===== src/design/gwwu_pkg.sv =====
package gwwu_pkg;

   // Character codes
   localparam logic [7:0] CH_SPACE   = 8'd32;
   localparam logic [7:0] CH_NEWLINE = 8'd10;

   // Word buffer depth default
   localparam int MAX_WORD_DEFAULT = 32;

   // Configuration space
   localparam int         CSR_ADDR_W       = 3;
   localparam logic       REG_LINE_WIDTH   = 1'b0;
   localparam logic [7:0] LINE_WIDTH_RESET = 8'd50;

   // Sequencer states
   typedef enum logic [1:0] {
      ST_IDLE,
      ST_PREFIX,
      ST_WORD,
      ST_EOL
   } seq_state_type;

endpackage


===== src/design/gwwu_ifs.sv =====
// Input channel: one text byte per item
interface gwwu_req_if;
   logic       valid;
   logic       ready;
   logic [7:0] in_char;
   logic       end_of_paragraph;

   modport source (output valid, output in_char, output end_of_paragraph, input ready);
   modport sink   (input valid, input in_char, input end_of_paragraph, output ready);
endinterface

// Result channel: one formatted byte per item
interface gwwu_rsp_if;
   logic       valid;
   logic       ready;
   logic [7:0] out_char;
   logic       last;

   modport source (output valid, output out_char, output last, input ready);
   modport sink   (input valid, input out_char, input last, output ready);
endinterface


===== src/design/greedy_word_wrap_unit.sv =====
// Channel  Direction  Payload                          Handshake
// req_ch   in         in_char[7:0], end_of_paragraph   valid / ready
// rsp_ch   out        out_char[7:0], last              valid / ready
// csr_*    in         line_width at byte address 0     APB write, pready tied high
//
// A word byte is taken while idle and written to the word memory.
// A separator or paragraph end is accepted while idle; the flush state then sends the space
// or line break (none at a line start), the word bytes in order from the word memory, and
// for a paragraph end the closing newline; each byte is stored once and sent once.
// Reset is synchronous; the word memory needs no clearing pass.
// A stalled result channel holds the sequencer; input is taken only while idle.
module greedy_word_wrap_unit #(
   parameter int MAX_WORD = gwwu_pkg::MAX_WORD_DEFAULT
) (
   input  logic                            clock,
   input  logic                            reset,
   gwwu_req_if.sink                        req_ch,
   gwwu_rsp_if.source                      rsp_ch,
   input  logic                            csr_psel,
   input  logic                            csr_penable,
   input  logic                            csr_pwrite,
   input  logic [gwwu_pkg::CSR_ADDR_W-1:0] csr_paddr,
   input  logic [31:0]                     csr_pwdata,
   output logic [31:0]                     csr_prdata,
   output logic                            csr_pready
);

   localparam int IDX_W = $clog2(MAX_WORD);

   logic [7:0]       line_width_ff, line_width_in;
   logic             reg_hit;
   logic             mem_wr_en;
   logic [IDX_W-1:0] mem_wr_addr;
   logic [7:0]       mem_wr_data;
   logic [IDX_W-1:0] mem_rd_addr;
   logic [7:0]       mem_rd_data;

   // Configuration register
   assign reg_hit    = (csr_paddr[2] == gwwu_pkg::REG_LINE_WIDTH);
   assign csr_pready = 1'b1;

   always_comb begin
      line_width_in = line_width_ff;
      if (csr_psel && csr_penable && csr_pwrite && reg_hit) begin
         line_width_in = csr_pwdata[7:0];
      end
   end

   always_ff @(posedge clock) begin
      if (reset) begin
         line_width_ff <= gwwu_pkg::LINE_WIDTH_RESET;
      end else begin
         line_width_ff <= line_width_in;
      end
   end

   assign csr_prdata = reg_hit ? {24'd0, line_width_ff} : 32'd0;

   gwwu_ctrl #(
      .MAX_WORD (MAX_WORD)
   ) u_ctrl (
      .clock       (clock),
      .reset       (reset),
      .line_width  (line_width_ff),
      .req         (req_ch),
      .rsp         (rsp_ch),
      .mem_wr_en   (mem_wr_en),
      .mem_wr_addr (mem_wr_addr),
      .mem_wr_data (mem_wr_data),
      .mem_rd_addr (mem_rd_addr),
      .mem_rd_data (mem_rd_data)
   );

   gwwu_word_mem #(
      .MAX_WORD (MAX_WORD)
   ) u_word_mem (
      .clock   (clock),
      .wr_en   (mem_wr_en),
      .wr_addr (mem_wr_addr),
      .wr_data (mem_wr_data),
      .rd_addr (mem_rd_addr),
      .rd_data (mem_rd_data)
   );

endmodule


===== src/design/gwwu_word_mem.sv =====
module gwwu_word_mem #(
   parameter int MAX_WORD = gwwu_pkg::MAX_WORD_DEFAULT,
   localparam int IDX_W   = $clog2(MAX_WORD)
) (
   input  logic             clock,
   input  logic             wr_en,
   input  logic [IDX_W-1:0] wr_addr,
   input  logic [7:0]       wr_data,
   input  logic [IDX_W-1:0] rd_addr,
   output logic [7:0]       rd_data
);

   logic [7:0] mem [MAX_WORD];
   logic [7:0] rd_data_ff;

   // Write port
   always_ff @(posedge clock) begin
      if (wr_en) begin
         mem[wr_addr] <= wr_data;
      end
   end

   // Registered read port
   always_ff @(posedge clock) begin
      rd_data_ff <= mem[rd_addr];
   end

   assign rd_data = rd_data_ff;

endmodule


===== src/design/gwwu_ctrl.sv =====
module gwwu_ctrl #(
   parameter int MAX_WORD = gwwu_pkg::MAX_WORD_DEFAULT,
   localparam int IDX_W   = $clog2(MAX_WORD),
   localparam int WL_W    = $clog2(MAX_WORD + 1)
) (
   input  logic             clock,
   input  logic             reset,
   input  logic [7:0]       line_width,
   gwwu_req_if.sink         req,
   gwwu_rsp_if.source       rsp,
   output logic             mem_wr_en,
   output logic [IDX_W-1:0] mem_wr_addr,
   output logic [7:0]       mem_wr_data,
   output logic [IDX_W-1:0] mem_rd_addr,
   input  logic [7:0]       mem_rd_data
);

   localparam int SUM_W = ((WL_W > 8) ? WL_W : 8) + 2;

   gwwu_pkg::seq_state_type state_ff, state_in;
   logic             eop_ff, eop_in;
   logic [WL_W-1:0]  wl_ff, wl_in;
   logic [7:0]       ll_ff, ll_in;
   logic             ls_ff, ls_in;
   logic [IDX_W-1:0] idx_ff, idx_in;
   logic             out_valid_ff, out_valid_in;
   logic [7:0]       out_char_ff, out_char_in;
   logic             out_last_ff, out_last_in;

   logic             slot_free;
   logic             is_sep;
   logic [SUM_W-1:0] fit_sum;
   logic             overflow;
   logic             word_end;

   assign slot_free = !out_valid_ff || rsp.ready;
   assign is_sep    = (req.in_char == gwwu_pkg::CH_SPACE) ||
                      (req.in_char == gwwu_pkg::CH_NEWLINE);
   // Width check counts the separating space
   assign fit_sum   = SUM_W'(ll_ff) + SUM_W'(1) + SUM_W'(wl_ff);
   assign overflow  = fit_sum > SUM_W'(line_width);
   assign word_end  = (WL_W'(idx_ff) == wl_ff - WL_W'(1));

   // Next state and outputs
   always_comb begin
      state_in     = state_ff;
      eop_in       = eop_ff;
      wl_in        = wl_ff;
      ll_in        = ll_ff;
      ls_in        = ls_ff;
      idx_in       = idx_ff;
      out_valid_in = out_valid_ff && !rsp.ready;
      out_char_in  = out_char_ff;
      out_last_in  = out_last_ff;
      req.ready    = 1'b0;
      mem_wr_en    = 1'b0;
      mem_wr_addr  = wl_ff[IDX_W-1:0];
      mem_wr_data  = req.in_char;

      case (state_ff)
         gwwu_pkg::ST_IDLE: begin
            req.ready = 1'b1;
            if (req.valid) begin
               eop_in = req.end_of_paragraph;
               // Buffer word bytes, drop those beyond the buffer
               if (!is_sep && (wl_ff < WL_W'(MAX_WORD))) begin
                  mem_wr_en = 1'b1;
                  wl_in     = wl_ff + WL_W'(1);
               end
               if (is_sep || req.end_of_paragraph) begin
                  state_in = gwwu_pkg::ST_PREFIX;
               end
            end
         end
         gwwu_pkg::ST_PREFIX: begin
            if (wl_ff == '0) begin
               // Empty word: nothing to flush
               state_in = eop_ff ? gwwu_pkg::ST_EOL : gwwu_pkg::ST_IDLE;
            end else if (ls_ff) begin
               // No break at the start of a line
               ll_in    = 8'(wl_ff);
               ls_in    = 1'b0;
               idx_in   = '0;
               state_in = gwwu_pkg::ST_WORD;
            end else if (slot_free) begin
               out_valid_in = 1'b1;
               out_last_in  = 1'b0;
               if (overflow) begin
                  out_char_in = gwwu_pkg::CH_NEWLINE;
                  ll_in       = 8'(wl_ff);
               end else begin
                  out_char_in = gwwu_pkg::CH_SPACE;
                  ll_in       = fit_sum[7:0];
               end
               idx_in   = '0;
               state_in = gwwu_pkg::ST_WORD;
            end
         end
         gwwu_pkg::ST_WORD: begin
            if (slot_free) begin
               out_valid_in = 1'b1;
               out_char_in  = mem_rd_data;
               out_last_in  = word_end && !eop_ff;
               if (word_end) begin
                  idx_in   = '0;
                  wl_in    = '0;
                  state_in = eop_ff ? gwwu_pkg::ST_EOL : gwwu_pkg::ST_IDLE;
               end else begin
                  idx_in = idx_ff + IDX_W'(1);
               end
            end
         end
         gwwu_pkg::ST_EOL: begin
            if (slot_free) begin
               out_valid_in = 1'b1;
               out_char_in  = gwwu_pkg::CH_NEWLINE;
               out_last_in  = 1'b1;
               ll_in        = '0;
               ls_in        = 1'b1;
               state_in     = gwwu_pkg::ST_IDLE;
            end
         end
         default: begin
            state_in = gwwu_pkg::ST_IDLE;
         end
      endcase
   end

   // Read address follows the next emit index, so the registered read port holds the byte for the current emit index
   assign mem_rd_addr = idx_in;

   // State register
   always_ff @(posedge clock) begin
      if (reset) begin
         state_ff     <= gwwu_pkg::ST_IDLE;
         eop_ff       <= 1'b0;
         wl_ff        <= '0;
         ll_ff        <= '0;
         ls_ff        <= 1'b1;
         idx_ff       <= '0;
         out_valid_ff <= 1'b0;
      end else begin
         state_ff     <= state_in;
         eop_ff       <= eop_in;
         wl_ff        <= wl_in;
         ll_ff        <= ll_in;
         ls_ff        <= ls_in;
         idx_ff       <= idx_in;
         out_valid_ff <= out_valid_in;
      end
   end

   // Output payload
   always_ff @(posedge clock) begin
      out_char_ff <= out_char_in;
      out_last_ff <= out_last_in;
   end

   assign rsp.valid    = out_valid_ff;
   assign rsp.out_char = out_char_ff;
   assign rsp.last     = out_last_ff;

endmodule


===== src/flat_wrapper.sv =====
// flat-port wrapper written by rule: the top's interface ports become plain ports
module greedy_word_wrap_unit_flat 
#(
   parameter int MAX_WORD = gwwu_pkg::MAX_WORD_DEFAULT
)
  (clock, reset, csr_psel, csr_penable, csr_pwrite, csr_paddr, csr_pwdata, csr_prdata, csr_pready, req_ch_valid, req_ch_in_char, req_ch_end_of_paragraph, req_ch_ready, rsp_ch_valid, rsp_ch_out_char, rsp_ch_last, rsp_ch_ready);
  gwwu_req_if req_ch_i ();
  gwwu_rsp_if rsp_ch_i ();
  input  logic clock;
  input  logic reset;
  input  logic csr_psel;
  input  logic csr_penable;
  input  logic csr_pwrite;
  input  logic [gwwu_pkg::CSR_ADDR_W-1:0] csr_paddr;
  input  logic [31:0] csr_pwdata;
  output logic [31:0] csr_prdata;
  output logic csr_pready;
  input wire logic [$bits(req_ch_i.valid)-1:0] req_ch_valid;
  input wire logic [$bits(req_ch_i.in_char)-1:0] req_ch_in_char;
  input wire logic [$bits(req_ch_i.end_of_paragraph)-1:0] req_ch_end_of_paragraph;
  output wire logic [$bits(req_ch_i.ready)-1:0] req_ch_ready;
  output wire logic [$bits(rsp_ch_i.valid)-1:0] rsp_ch_valid;
  output wire logic [$bits(rsp_ch_i.out_char)-1:0] rsp_ch_out_char;
  output wire logic [$bits(rsp_ch_i.last)-1:0] rsp_ch_last;
  input wire logic [$bits(rsp_ch_i.ready)-1:0] rsp_ch_ready;
  assign req_ch_i.valid = req_ch_valid;
  assign req_ch_i.in_char = req_ch_in_char;
  assign req_ch_i.end_of_paragraph = req_ch_end_of_paragraph;
  assign req_ch_ready = req_ch_i.ready;
  assign rsp_ch_valid = rsp_ch_i.valid;
  assign rsp_ch_out_char = rsp_ch_i.out_char;
  assign rsp_ch_last = rsp_ch_i.last;
  assign rsp_ch_i.ready = rsp_ch_ready;
  greedy_word_wrap_unit #(.MAX_WORD(MAX_WORD)) u_core (.clock(clock), .reset(reset), .req_ch(req_ch_i), .rsp_ch(rsp_ch_i), .csr_psel(csr_psel), .csr_penable(csr_penable), .csr_pwrite(csr_pwrite), .csr_paddr(csr_paddr), .csr_pwdata(csr_pwdata), .csr_prdata(csr_prdata), .csr_pready(csr_pready));
endmodule

===== config.mk =====
export PLATFORM = sky130hd
export DESIGN_NAME = greedy_word_wrap_unit_flat
export DESIGN_NICKNAME = d
export VERILOG_FILES = /design/src/design/gwwu_pkg.sv /design/src/design/gwwu_ifs.sv /design/src/design/greedy_word_wrap_unit.sv /design/src/design/gwwu_word_mem.sv /design/src/design/gwwu_ctrl.sv /design/src/flat_wrapper.sv
export SDC_FILE = /design/constraint.sdc
export NUM_CORES = 1
export LEC_CHECK = 0
export BUFFER_PORTS_ARGS = -buffer_cell sky130_fd_sc_hd__buf_4
export CAP_MARGIN = 20
export CELL_PAD_IN_SITES_DETAIL_PLACEMENT = 0
export CELL_PAD_IN_SITES_GLOBAL_PLACEMENT = 1
export CORE_MARGIN = 2
export CORE_UTILIZATION = 47
export CTS_BUF_LIST = sky130_fd_sc_hd__clkbuf_8
export DETAILED_ROUTE_END_ITERATION = 8
export PLACE_DENSITY = 0.8
export SLEW_MARGIN = 15
export SYNTH_ARGS = -nofsm -noshare
export SYNTH_HDL_FRONTEND = slang
export SYNTH_SLANG_ARGS = --single-unit

===== constraint.sdc =====
create_clock -name clock -period 3.6 [get_ports clock]
set_input_delay 0 -clock clock [delete_from_list [all_inputs] [get_ports clock]]
set_output_delay 0 -clock clock [all_outputs]
set_load 0.01 [all_outputs]

==> results of run 1 <==
## metrics by stage
stage,TNS (ns),worst slack (ns),hold WS [ns]
after floorplan,0,0.0268,0.0989
final,0,0.158,0.0492
after global placement,0,0.165,0.203
after global routing,-0.0118,-0.00645,0.0302
after detailed placement,0,0.0740,0.206
after CTS,0,0.0419,0.0276
## how the worst max path moves through the flow
stage	to	cells past startpoint	slack, ns
after CTS	u_core.u_ctrl.ll_ff[7]	17	0.04
after floorplan	u_core.u_ctrl.ll_ff[7]	17	0.03
final	u_core.u_ctrl.ll_ff[7]	17	0.16
after detailed placement	u_core.u_ctrl.ll_ff[7]	17	0.07
after global routing	u_core.u_ctrl.ll_ff[7]	17	-0.006
after global placement	u_core.u_ctrl.ll_ff[7]	17	0.17
## worst max-delay path: stages (launching register included)
cell	delay (ns)
dfxtp_2	0.32
inv_2	0.05
ha_1	0.15
inv_1	0.07
fa_2	0.40
a21o_1	0.20
a21oi_2	0.17
o21ai_0	0.12
a21oi_2	0.19
xnor2_1	0.09
ha_1	0.31
nand4_1	0.08
nor2_1	0.11
nand2_1	0.09
o21ai_1	0.13
nand3_2	0.11
or4b_2	0.65
a21oi_1	0.14
## where the power goes
| part | switching, mW | internal [mW] | total [mW] | leakage, nW |
|---|---|---|---|---|
| clock | 1.35 | 1.82 | 3.17 | 0.567 |
| combinational | 0.294 | 0.189 | 0.483 | 2.21 |
| sequential | 0.0246 | 3.90 | 3.92 | 2.72 |
## cell usage after synthesis (all sizes together), types with 5 or more instances
| library cell | instances | area [um2] |
|---|---|---|
| o211ai | 9 | 81.3 |
| and2 | 11 | 71.3 |
| a32o | 8 | 80.1 |
| dfxtp | 40 | 801 |
| clkbuf | 35 | 131 |
| buf | 62 | 429 |
| or3 | 5 | 31.3 |
| a32oi | 48 | 473 |
| nand3 | 38 | 190 |
| o21a | 5 | 37.5 |
| nand2 | 110 | 420 |
| inv | 19 | 71.3 |
| edfxtp | 265 | 7960 |
| ha | 24 | 300 |
| a221o | 8 | 80.1 |
| nor3 | 8 | 40.0 |
| xnor2 | 7 | 61.3 |
| o21ai | 62 | 322 |
| nor2b | 12 | 75.1 |
| a221oi | 28 | 258 |
| nor2 | 71 | 272 |
| nand3b | 5 | 37.5 |
| a21oi | 78 | 390 |
| mux2 | 9 | 101 |
| mux2i | 38 | 380 |
## sequential cells by signal, indices dropped and copies added, names as in the netlist
name,cells
u_core.u_ctrl.rsp.out_char,8
u_core.u_ctrl.rsp.valid,1
u_core.u_word_mem.rd_data,8
u_core.u_ctrl.eop_ff,1
u_core.u_word_mem.mem,256
u_core.u_ctrl.idx_ff,5
u_core.line_width_ff,8
u_core.u_ctrl.rsp.last,1
u_core.u_ctrl.state_ff,2
u_core.u_ctrl.wl_ff,6
u_core.u_ctrl.ls_ff,1
u_core.u_ctrl.ll_ff,8
## cell type report
class	count	area share, %
Multi-Input combinational cell	662	27.1
Sequential cell	305	54.9
Clock inverter	37	2.16
Tap cell	384	3.01
Timing Repair Buffer	146	8.03
Inverter	19	0.447
Clock buffer	51	4.40
## cells by family (layout without fill, tap and decap cells)
kind of cell / count (synthesis) / after routing
adders and majority gates: 25 / 25
DFF: 305 / 305
muxes: 47 / 47
and+or+nand+nor: 279 / 280
buffers and inverters: 116 / 253
AOI/OAI and AO/OA: 275 / 275
xor gates and xnor gates: 10 / 10
other: 2 / 25
## what timing repair did
action,4_1_cts,5_1_grt
gates resized for setup,0,9
hold endpoints to repair,218,0
setup buffers,0,4
setup endpoints to repair,0,13
hold buffers,28,0
## layer usage
metal	up-vias	track usage (%)	part of all wire, %	wire [um]
li1	4255	-	-	-
met1	4490	29.1	43	14200
met2	308	35.3	48	16000
met3	52	3.30	6.2	2030
met4	0	6.27	2.3	747
met5	-	0	0	0
==> flow_metrics.tcl, run 1 <==
set metrics [dict create \
    crit_fanout 2 \
    finalPower_mw 7.58 \
    muxShareOfSynthArea_pct 3.55 \
    dpl.hpwl_mm 20.1 \
    endpoint_kind "flop" \
    hp-start "req_ch_in_char[1]" \
    grt_pass1_vias 8984 \
    antenna_cells 0 \
    fin_util_pct 55.9 \
    areaGrowthSynthToFinish_pct 17.5 \
    syn-cell-area_um2 13600 \
    multi_input_area_um2 4320 \
    power_density_nw_per_um2 475 \
    holdPathStages 2 \
    status "complete, no violations" \
    nFillCells 2379 \
    p_leak_nw 5.50 \
    vias 9105 \
    avgSynthCellArea_um2 12.8 \
    finalInstanceArea_um2 16000 \
    cts_buffer_depth 3 \
    ys_ff_latch 305 \
    ys_types 72 \
    hold_violations 0 \
    die_h_um 174 \
    dpl_cell_area_um2 14600 \
    cts_sinks 305 \
    worst_pin_slew_ns 0.775 \
    layout-drive-gt1-share_pct 19.1 \
    grt-ovfl-total 0 \
    row_count 62 \
    antenna_found_initial 0 \
    slew_headroom_pct 48.2 \
    grt_pass1_wl_mm 50.1 \
    fin_crit_ns 3.44 \
    finalNetCount 1259 \
    peakVddDrop_mv 0.297 \
    wl_per_cell_um 20.5 \
    layout_common_cells "edfxtp_1, nand2_1, buf_4, a21oi_1, nor2_1" \
    clk_latency_ns 0.57 \
    wl_mm 32.9 \
    period_share_pct 95.6 \
    htreeDepth 2 \
    hold_end "u_core.u_word_mem.mem[5][1]" \
    cts_buffers 49 \
    io_buffers 43 \
    yosys.area_share.simple_pct 9.55 \
    synth-edff-count 265 \
    grt_use_total_pct 21.3 \
    cts_tree "done" \
    drtAntennaViolNets 0 \
    synth_ff_type "edfxtp_1" \
    die-area_um2 30300 \
    yosysWarnings 0 \
    drtPass1Iterations 5 \
    worstSetupStartpoint "u_core.u_ctrl.wl_ff[0]" \
    r2r-start "u_core.u_ctrl.wl_ff[0]" \
    setup_violations 0 \
    critPathArrivalTime_ns 3.93 \
    fin_worst_skew_ns 0.0205 \
    root_buffer "clkbuf_8" \
    die_w_um 174 \
    synth_top_family_by_area "compound AO/OA/AOI/OAI gates" \
    gp_congestion 0.847 \
    syn_inst 1059 \
    r2r_slack_ns 0.16 \
    initialDrtViolationCount 827 \
    fmax_mhz 291 \
    drc 0 \
    grt_max_degree 41 \
    drv_cap 0 \
    hold_class "primary input to flop" \
    setup.worst_path.class "flop to flop" \
    ys_seq_area_share_pct 64.5 \
    synthArstFlopShare_pct 0 \
    r2r_cells 17 \
    synthAdderAreaFrac_pct 2.36 \
    cp-start-kind "flop" \
    critPathRequiredTime_ns 4.09 \
    path_clk_slew_ns 0.06 \
    drt-vias-per-instance 5.68 \
    layout_commonest_cell "edfxtp_1" \
    synth_compound_area_share_pct 14.7 \
    ios 95 \
    fp.coreArea_um2 28500 \
    timing.rr.end "u_core.u_ctrl.ll_ff[7]" \
    maxSlewViolCount 0 \
    seq_area_um2 8760 \
    dp.cells 1483 \
    fin_cells 1604 \
    start_util_pct 47.6 \
    synth_xor_area_share_pct 0.645 \
]
No activity file was read; power rests on OpenSTA's default activity.
==> inputs of run 2 (changes only) <==
--- a/config.mk
+++ b/config.mk
@@ -13,7 +13,7 @@
 export CORE_UTILIZATION = 47
 export CTS_BUF_LIST = sky130_fd_sc_hd__clkbuf_8
 export DETAILED_ROUTE_END_ITERATION = 8
-export PLACE_DENSITY = 0.8
+export PLACE_DENSITY_LB_ADDON = 0.1
 export SLEW_MARGIN = 15
 export SYNTH_ARGS = -nofsm -noshare
 export SYNTH_HDL_FRONTEND = slang
==> run 2 against run 1 <==
Compared with the run above:
- maximum frequency grew 0.12%
- combinational power grew 1%
- sequential power is essentially flat
- critical path depth shrank 4
- flip-flop and latch count is the same
- global-route usage grew 1.3 points
- worst setup slack gained 0.0040 ns
- sequential share of layout area shrank 0.16 points
- critical path type unchanged
==> flow_metrics.tcl, run 2 (synthesis gave the netlist of run 1 again) <==
set metrics [dict create \
    status "complete, no violations" \
    top_register "u_core.u_word_mem.mem" \
    start_util_pct 47.6 \
    setup.worst_path.class "flop to flop" \
    drt-vias-per-instance 5.60 \
    fmax_mhz 291 \
    hold_violations 0 \
    gp_congestion 0.781 \
    power_density_nw_per_um2 452 \
    grt_use_total_pct 22.6 \
    drc 0 \
    critPathRequiredTime_ns 4.06 \
    antenna_found_initial 1 \
    pwr-share-clk_pct 39.1 \
    peakVddDrop_mv 0.285 \
    power.share.combinational_pct 6.7 \
    whs_ns 0.0417 \
    grt_max_degree 44 \
    internal_power_mw 5.56 \
    critPathArrivalTime_ns 3.90 \
    root_buffer "clkbuf_8" \
    crit_slowest_cell "a221oi_1" \
    crit_top_cell "a221oi_1" \
    timing.critical_path.to "u_core.u_word_mem.rd_data[7]" \
    maxSlewViolCount 0 \
    grt_pass1_vias 8856 \
    cp_top_family "compound AO/OA/AOI/OAI gates" \
    die_w_um 174 \
    hold_class "primary input to flop" \
    layout_common_cells "edfxtp_1, buf_4, nand2_1, a21oi_1, nor2_1" \
    rsz0062_at_grt "yes" \
    multi_input_area_um2 4350 \
    seq_area_um2 8760 \
    worstSetupStartpoint "u_core.u_ctrl.wl_ff[0]" \
    fin_crit_ns 3.44 \
    p_leak_nw 5.55 \
    switchingPower_mw 1.68 \
    io_buffers 43 \
    path_buf_inv 3 \
    clk_latency_ns 0.58 \
    drtAntennaViolNets 0 \
    period_share_pct 95.5 \
    row_count 62 \
    cp.depth 13 \
    fin_worst_skew_ns 0.0221 \
    fp.coreArea_um2 28500 \
    layout-drive-gt1-share_pct 19.9 \
    setup_violations 0 \
    layout_commonest_cell "edfxtp_1" \
    cts_buffers 51 \
    antenna_cells 0 \
    crit_fanout 19 \
    p_sw_share_pct 23.2 \
    max_stage_delay_ns 0.40 \
    path_clk_slew_ns 0.06 \
    die-area_um2 30300 \
    tns_ns 0 \
    cts_sinks 305 \
    grt_pass1_wl_mm 52.3 \
    finalPower_mw 7.24 \
    cts_buffer_depth 3 \
    drv_cap 0 \
    die_h_um 174 \
    areaGrowthSynthToFinish_pct 17.9 \
    cp-start-kind "flop" \
    pwr-share-seq_pct 54.2 \
    r2r_cells 13 \
    vias 9085 \
    r2r_slack_ns 0.16 \
    ios 95 \
    nFillCells 2490 \
    initialDrtViolationCount 849 \
    crit_chain "inv_2 > buf_4 > ha_1 > o21ba_2 > a221oi_1 > a41oi_2 > o211ai_4 > nand2_8 > buf_12 > mux2i_1 > a221oi_1 > a21oi_1 > a221oi_1" \
    timing.rr.end "u_core.u_word_mem.rd_data[7]" \
    wl_per_cell_um 21.3 \
    cts_tree "done" \
    grt-ovfl-total 0 \
    endpoint_kind "flop" \
    finalNetCount 1274 \
    worst_pin_slew_ns 0.794 \
    dpl.hpwl_mm 21.1 \
    r2r-start "u_core.u_ctrl.wl_ff[0]" \
    slew_headroom_pct 46.9 \
    wl_mm 34.6 \
    drtPass1Iterations 5 \
    largest_reg_flops 256 \
    htreeDepth 2 \
]
==> run 2: changes by cell type in the layout (fill, tap and decap cells not counted), moves of 3 or more <==
cell,delta
bufinv_16,-7
inv_1,+7
clkinv_2,-3
clkbuf_8,+7
buf_4,+11
==> run 2: worst min path at each step <==
stage / to / from / depth (start not counted)
floorplan: u_core.u_word_mem.mem[0][0] / req_ch_in_char[0] / 0
global placement: u_core.line_width_ff[4] / csr_pwdata[4] / 2
detailed placement: u_core.line_width_ff[1] / csr_pwdata[1] / 2
CTS: u_core.u_word_mem.mem[27][2] / req_ch_in_char[2] / 2
global route: u_core.u_word_mem.mem[27][2] / req_ch_in_char[2] / 2
finish: u_core.u_word_mem.mem[21][2] / req_ch_in_char[2] / 2
==> run 2: worst reg2reg max path, cell delays in order (launching register included) <==
cell and delay, ns:
dfxtp_2 0.33, inv_2 0.04, buf_4 0.14, ha_1 0.26
o21ba_2 0.22, a221oi_1 0.34, a41oi_2 0.18, o211ai_4 0.40
nand2_8 0.19, buf_12 0.23, mux2i_1 0.12, a221oi_1 0.40
a21oi_1 0.12, a221oi_1 0.37
==> run 2: final cells by class <==
| cell class | instances | share of cell area, % |
|---|---|---|
| flip-flops and latches | 305 | 54.7 |
| well taps | 384 | 3.00 |
| multi-input cells | 662 | 27.2 |
| repair buffers | 159 | 8.65 |
| inverters | 19 | 0.445 |
| clock inverters | 36 | 1.01 |
| clock buffers | 58 | 4.99 |
==> run 2: through the flow <==
stage,cells,setup WS (ns),instance area [um2],utilization (%)
finish,1623,0.162,16000,56.1
global route,1623,-0.0275,16000,56.1
CTS,1618,0.0659,15900,55.7
detailed placement,1494,0.0689,14600,51.3
global placement,1494,0.115,14600,51.3
floorplan,1082,0.0268,13700,-
==> run 2: power groups by stage <==
stage / Combinational, mW / Clock [mW] / Sequential [mW]
6_report: 0.488 / 2.83 / 3.92
5_1_grt: 0.533 / 3.05 / 3.92
4_1_cts: 0.489 / 2.90 / 3.92
3_5_place_dp: 0.463 / 0 / 3.99
3_3_place_gp: 0.461 / 0 / 3.99
2_1_floorplan: 0.259 / 0 / 4.00
==> run 2: per-layer routing <==
layer	vias up	track usage (%)	share of wire, %
li1	4287	-	-
met1	4461	31.8	45
met2	278	36.0	47
met3	59	4.02	5.8
met4	0	6.72	2.6
met5	-	0	0
==> run 2: repair_timing <==
action,CTS,global route
hold endpoints to repair,181,0
hold buffers,30,0
gates resized for setup,0,15
setup endpoints to repair,0,14
setup buffers,0,4
==> inputs of run 3 (changes only) <==
--- a/config.mk
+++ b/config.mk
@@ -5,14 +5,14 @@
 export SDC_FILE = /design/constraint.sdc
 export NUM_CORES = 1
 export LEC_CHECK = 0
-export BUFFER_PORTS_ARGS = -buffer_cell sky130_fd_sc_hd__buf_4
 export CAP_MARGIN = 20
 export CELL_PAD_IN_SITES_DETAIL_PLACEMENT = 0
 export CELL_PAD_IN_SITES_GLOBAL_PLACEMENT = 1
 export CORE_MARGIN = 2
-export CORE_UTILIZATION = 47
+export CORE_UTILIZATION = 49
 export CTS_BUF_LIST = sky130_fd_sc_hd__clkbuf_8
 export DETAILED_ROUTE_END_ITERATION = 8
+export DONT_BUFFER_PORTS = 1
 export PLACE_DENSITY_LB_ADDON = 0.1
 export SLEW_MARGIN = 15
 export SYNTH_ARGS = -nofsm -noshare
==> run 3 against run 2 <==
Compared with the run above:
- routed wire length is 1.5% lower
- highest routed layer unchanged
- die area is 4.0% lower
- final area is 1.8% lower
- largest cell class unchanged
- utilization is 2.0 points higher
- register-to-register slack better by 0.04 ns
==> flow_metrics.tcl, run 3 (synthesis gave the netlist of run 1 again) <==
set metrics [dict create \
    die_w_um 170 \
    cts_buffers 51 \
    finalNetCount 1234 \
    endpoint_kind "flop" \
    timing.rr.end "u_core.u_word_mem.rd_data[0]" \
    peakVddDrop_mv 0.304 \
    fmax_mhz 295 \
    grt_pass1_vias 8594 \
    r2r_cells 10 \
    critPathArrivalTime_ns 3.82 \
    drtPass1Iterations 8 \
    holdPathStages 1 \
    wl_mm 34.0 \
    r2r_slack_ns 0.21 \
    setup_violations 0 \
    layout_common_cells "edfxtp_1, nand2_1, a21oi_1, nor2_1, buf_4" \
    hp-start "csr_paddr[2]" \
    fp.coreArea_um2 27100 \
    crit_fanout 44 \
    htreeDepth 2 \
    start_util_pct 50.1 \
    finalInstanceArea_um2 15700 \
    setup.worst_path.class "flop to flop" \
    drv_cap 0 \
    path_clk_slew_ns 0.07 \
    drtAntennaViolNets 0 \
    clk_latency_ns 0.58 \
    power_density_nw_per_um2 456 \
    vias 8886 \
    cts_buffer_depth 3 \
    gp_congestion 0.797 \
    row_count 60 \
    dpl_cell_area_um2 14200 \
    hold_violations 0 \
    r2r-start "u_core.u_ctrl.wl_ff[4]" \
    p_leak_nw 5.37 \
    dpl.hpwl_mm 20.1 \
    critPathRequiredTime_ns 4.02 \
    hold_end "csr_prdata[4]" \
    die_h_um 170 \
    cp-start-kind "flop" \
    drc 0 \
    layout_commonest_cell "edfxtp_1" \
    cts_tree "done" \
    period_share_pct 94.3 \
    grt_pass1_wl_mm 50.6 \
    wl_per_cell_um 21.7 \
    die-area_um2 29100 \
    ios 95 \
    maxSlewViolCount 0 \
    fin_crit_ns 3.39 \
    grt_max_degree 45 \
    grt-ovfl-total 0 \
    worst_pin_slew_ns 0.785 \
    root_buffer "clkbuf_8" \
    layout-drive-gt1-share_pct 16.5 \
    grt_use_total_pct 23.3 \
    largest_reg_flops 256 \
    fin_worst_skew_ns 0.0293 \
    fin_util_pct 58.0 \
    initialDrtViolationCount 674 \
    areaGrowthSynthToFinish_pct 15.8 \
    slew_headroom_pct 47.5 \
    antenna_found_initial 1 \
    drt-vias-per-instance 5.66 \
    cts_sinks 305 \
    io_buffers 0 \
    status "complete, no violations" \
    hold_class "primary input to primary output" \
    top_register "u_core.u_word_mem.mem" \
]
==> run 3: cell count changes in the layout (fill, tap and decap cells not counted), sizes merged <==
cell and change:
buf -44, dlygate4sd3 +4, clkinv -2, inv +2, clkbuf -1, clkinvlp -1
diode +1
==> run 3: metal layers <==
| layer | track usage [%] | routed length [um] |
|---|---|---|
| met4 | 6.91 | 724 |
| met5 | 0 | 0 |
| met3 | 3.35 | 1960 |
| met2 | 37.0 | 16000 |
| met1 | 33.7 | 15300 |
==> run 3: area by class of cell <==
type / count / area [um2]
diodes: 1 / 2.50
clock buffers: 57 / 785
clock inverters: 35 / 140
fillers: 2250 / 11400
inverters: 19 / 71.3
multi-input cells: 662 / 4330
flip-flops and latches: 305 / 8760
well taps: 372 / 465
repair buffers: 119 / 1180
==> run 3: power breakdown <==
| group | total, mW | internal, mW | switching [mW] |
|---|---|---|---|
| Sequential | 3.93 | 3.90 | 0.0293 |
| Clock | 2.79 | 1.44 | 1.35 |
| Combinational | 0.448 | 0.167 | 0.281 |
| Total | 7.17 | 5.51 | 1.66 |
==> run 3: worst max path at each step <==
stage                            from                            to  slack [ns]  depth (start not counted)
2_1_floorplan  u_core.u_ctrl.wl_ff[0]        u_core.u_ctrl.ll_ff[7]        0.03                         17
3_3_place_gp   u_core.u_ctrl.wl_ff[0]        u_core.u_ctrl.ll_ff[7]         0.1                         17
3_5_place_dp   u_core.u_ctrl.wl_ff[1]        u_core.u_ctrl.ll_ff[7]        0.08                         14
4_1_cts        u_core.u_ctrl.wl_ff[1]        u_core.u_ctrl.ll_ff[7]        0.02                         14
5_1_grt        u_core.u_ctrl.wl_ff[0]        u_core.u_ctrl.ll_ff[7]       -0.02                         17
6_report       u_core.u_ctrl.wl_ff[4]  u_core.u_word_mem.rd_data[0]        0.21                         10
==> run 3: critical path, stage by stage (launching register included) <==
cell,delay [ns]
dfxtp_1,0.45
or3_1,0.46
or4_4,0.46
nand4_4,0.19
o211ai_4,0.13
nand2_4,0.22
buf_12,0.26
mux2_2,0.37
o211ai_1,0.36
a32o_1,0.22
a221oi_1,0.04
==> run 3: per-stage QoR <==
stage               hold WS (ns)  setup TNS, ns  instances  setup WS, ns  total power, mW
detailed placement        0.0465              0       1430        0.0778             4.35
floorplan                 0.0989              0       1082        0.0268             4.26
global placement          0.0471              0       1430        0.0960             4.34
finish                    0.0465              0       1570         0.205             7.17
CTS                       0.0465              0       1564        0.0189             7.22
global route              0.0475        -0.0382       1569       -0.0238             7.40
==> run 3: repair_timing <==
action | CTS | global route
gates resized for setup | 0 | 10
endpoints found under the hold margin | 288 | 13
hold buffers | 42 | 1
buffers inserted | 0 | 3
endpoints found under the setup margin | 0 | 18
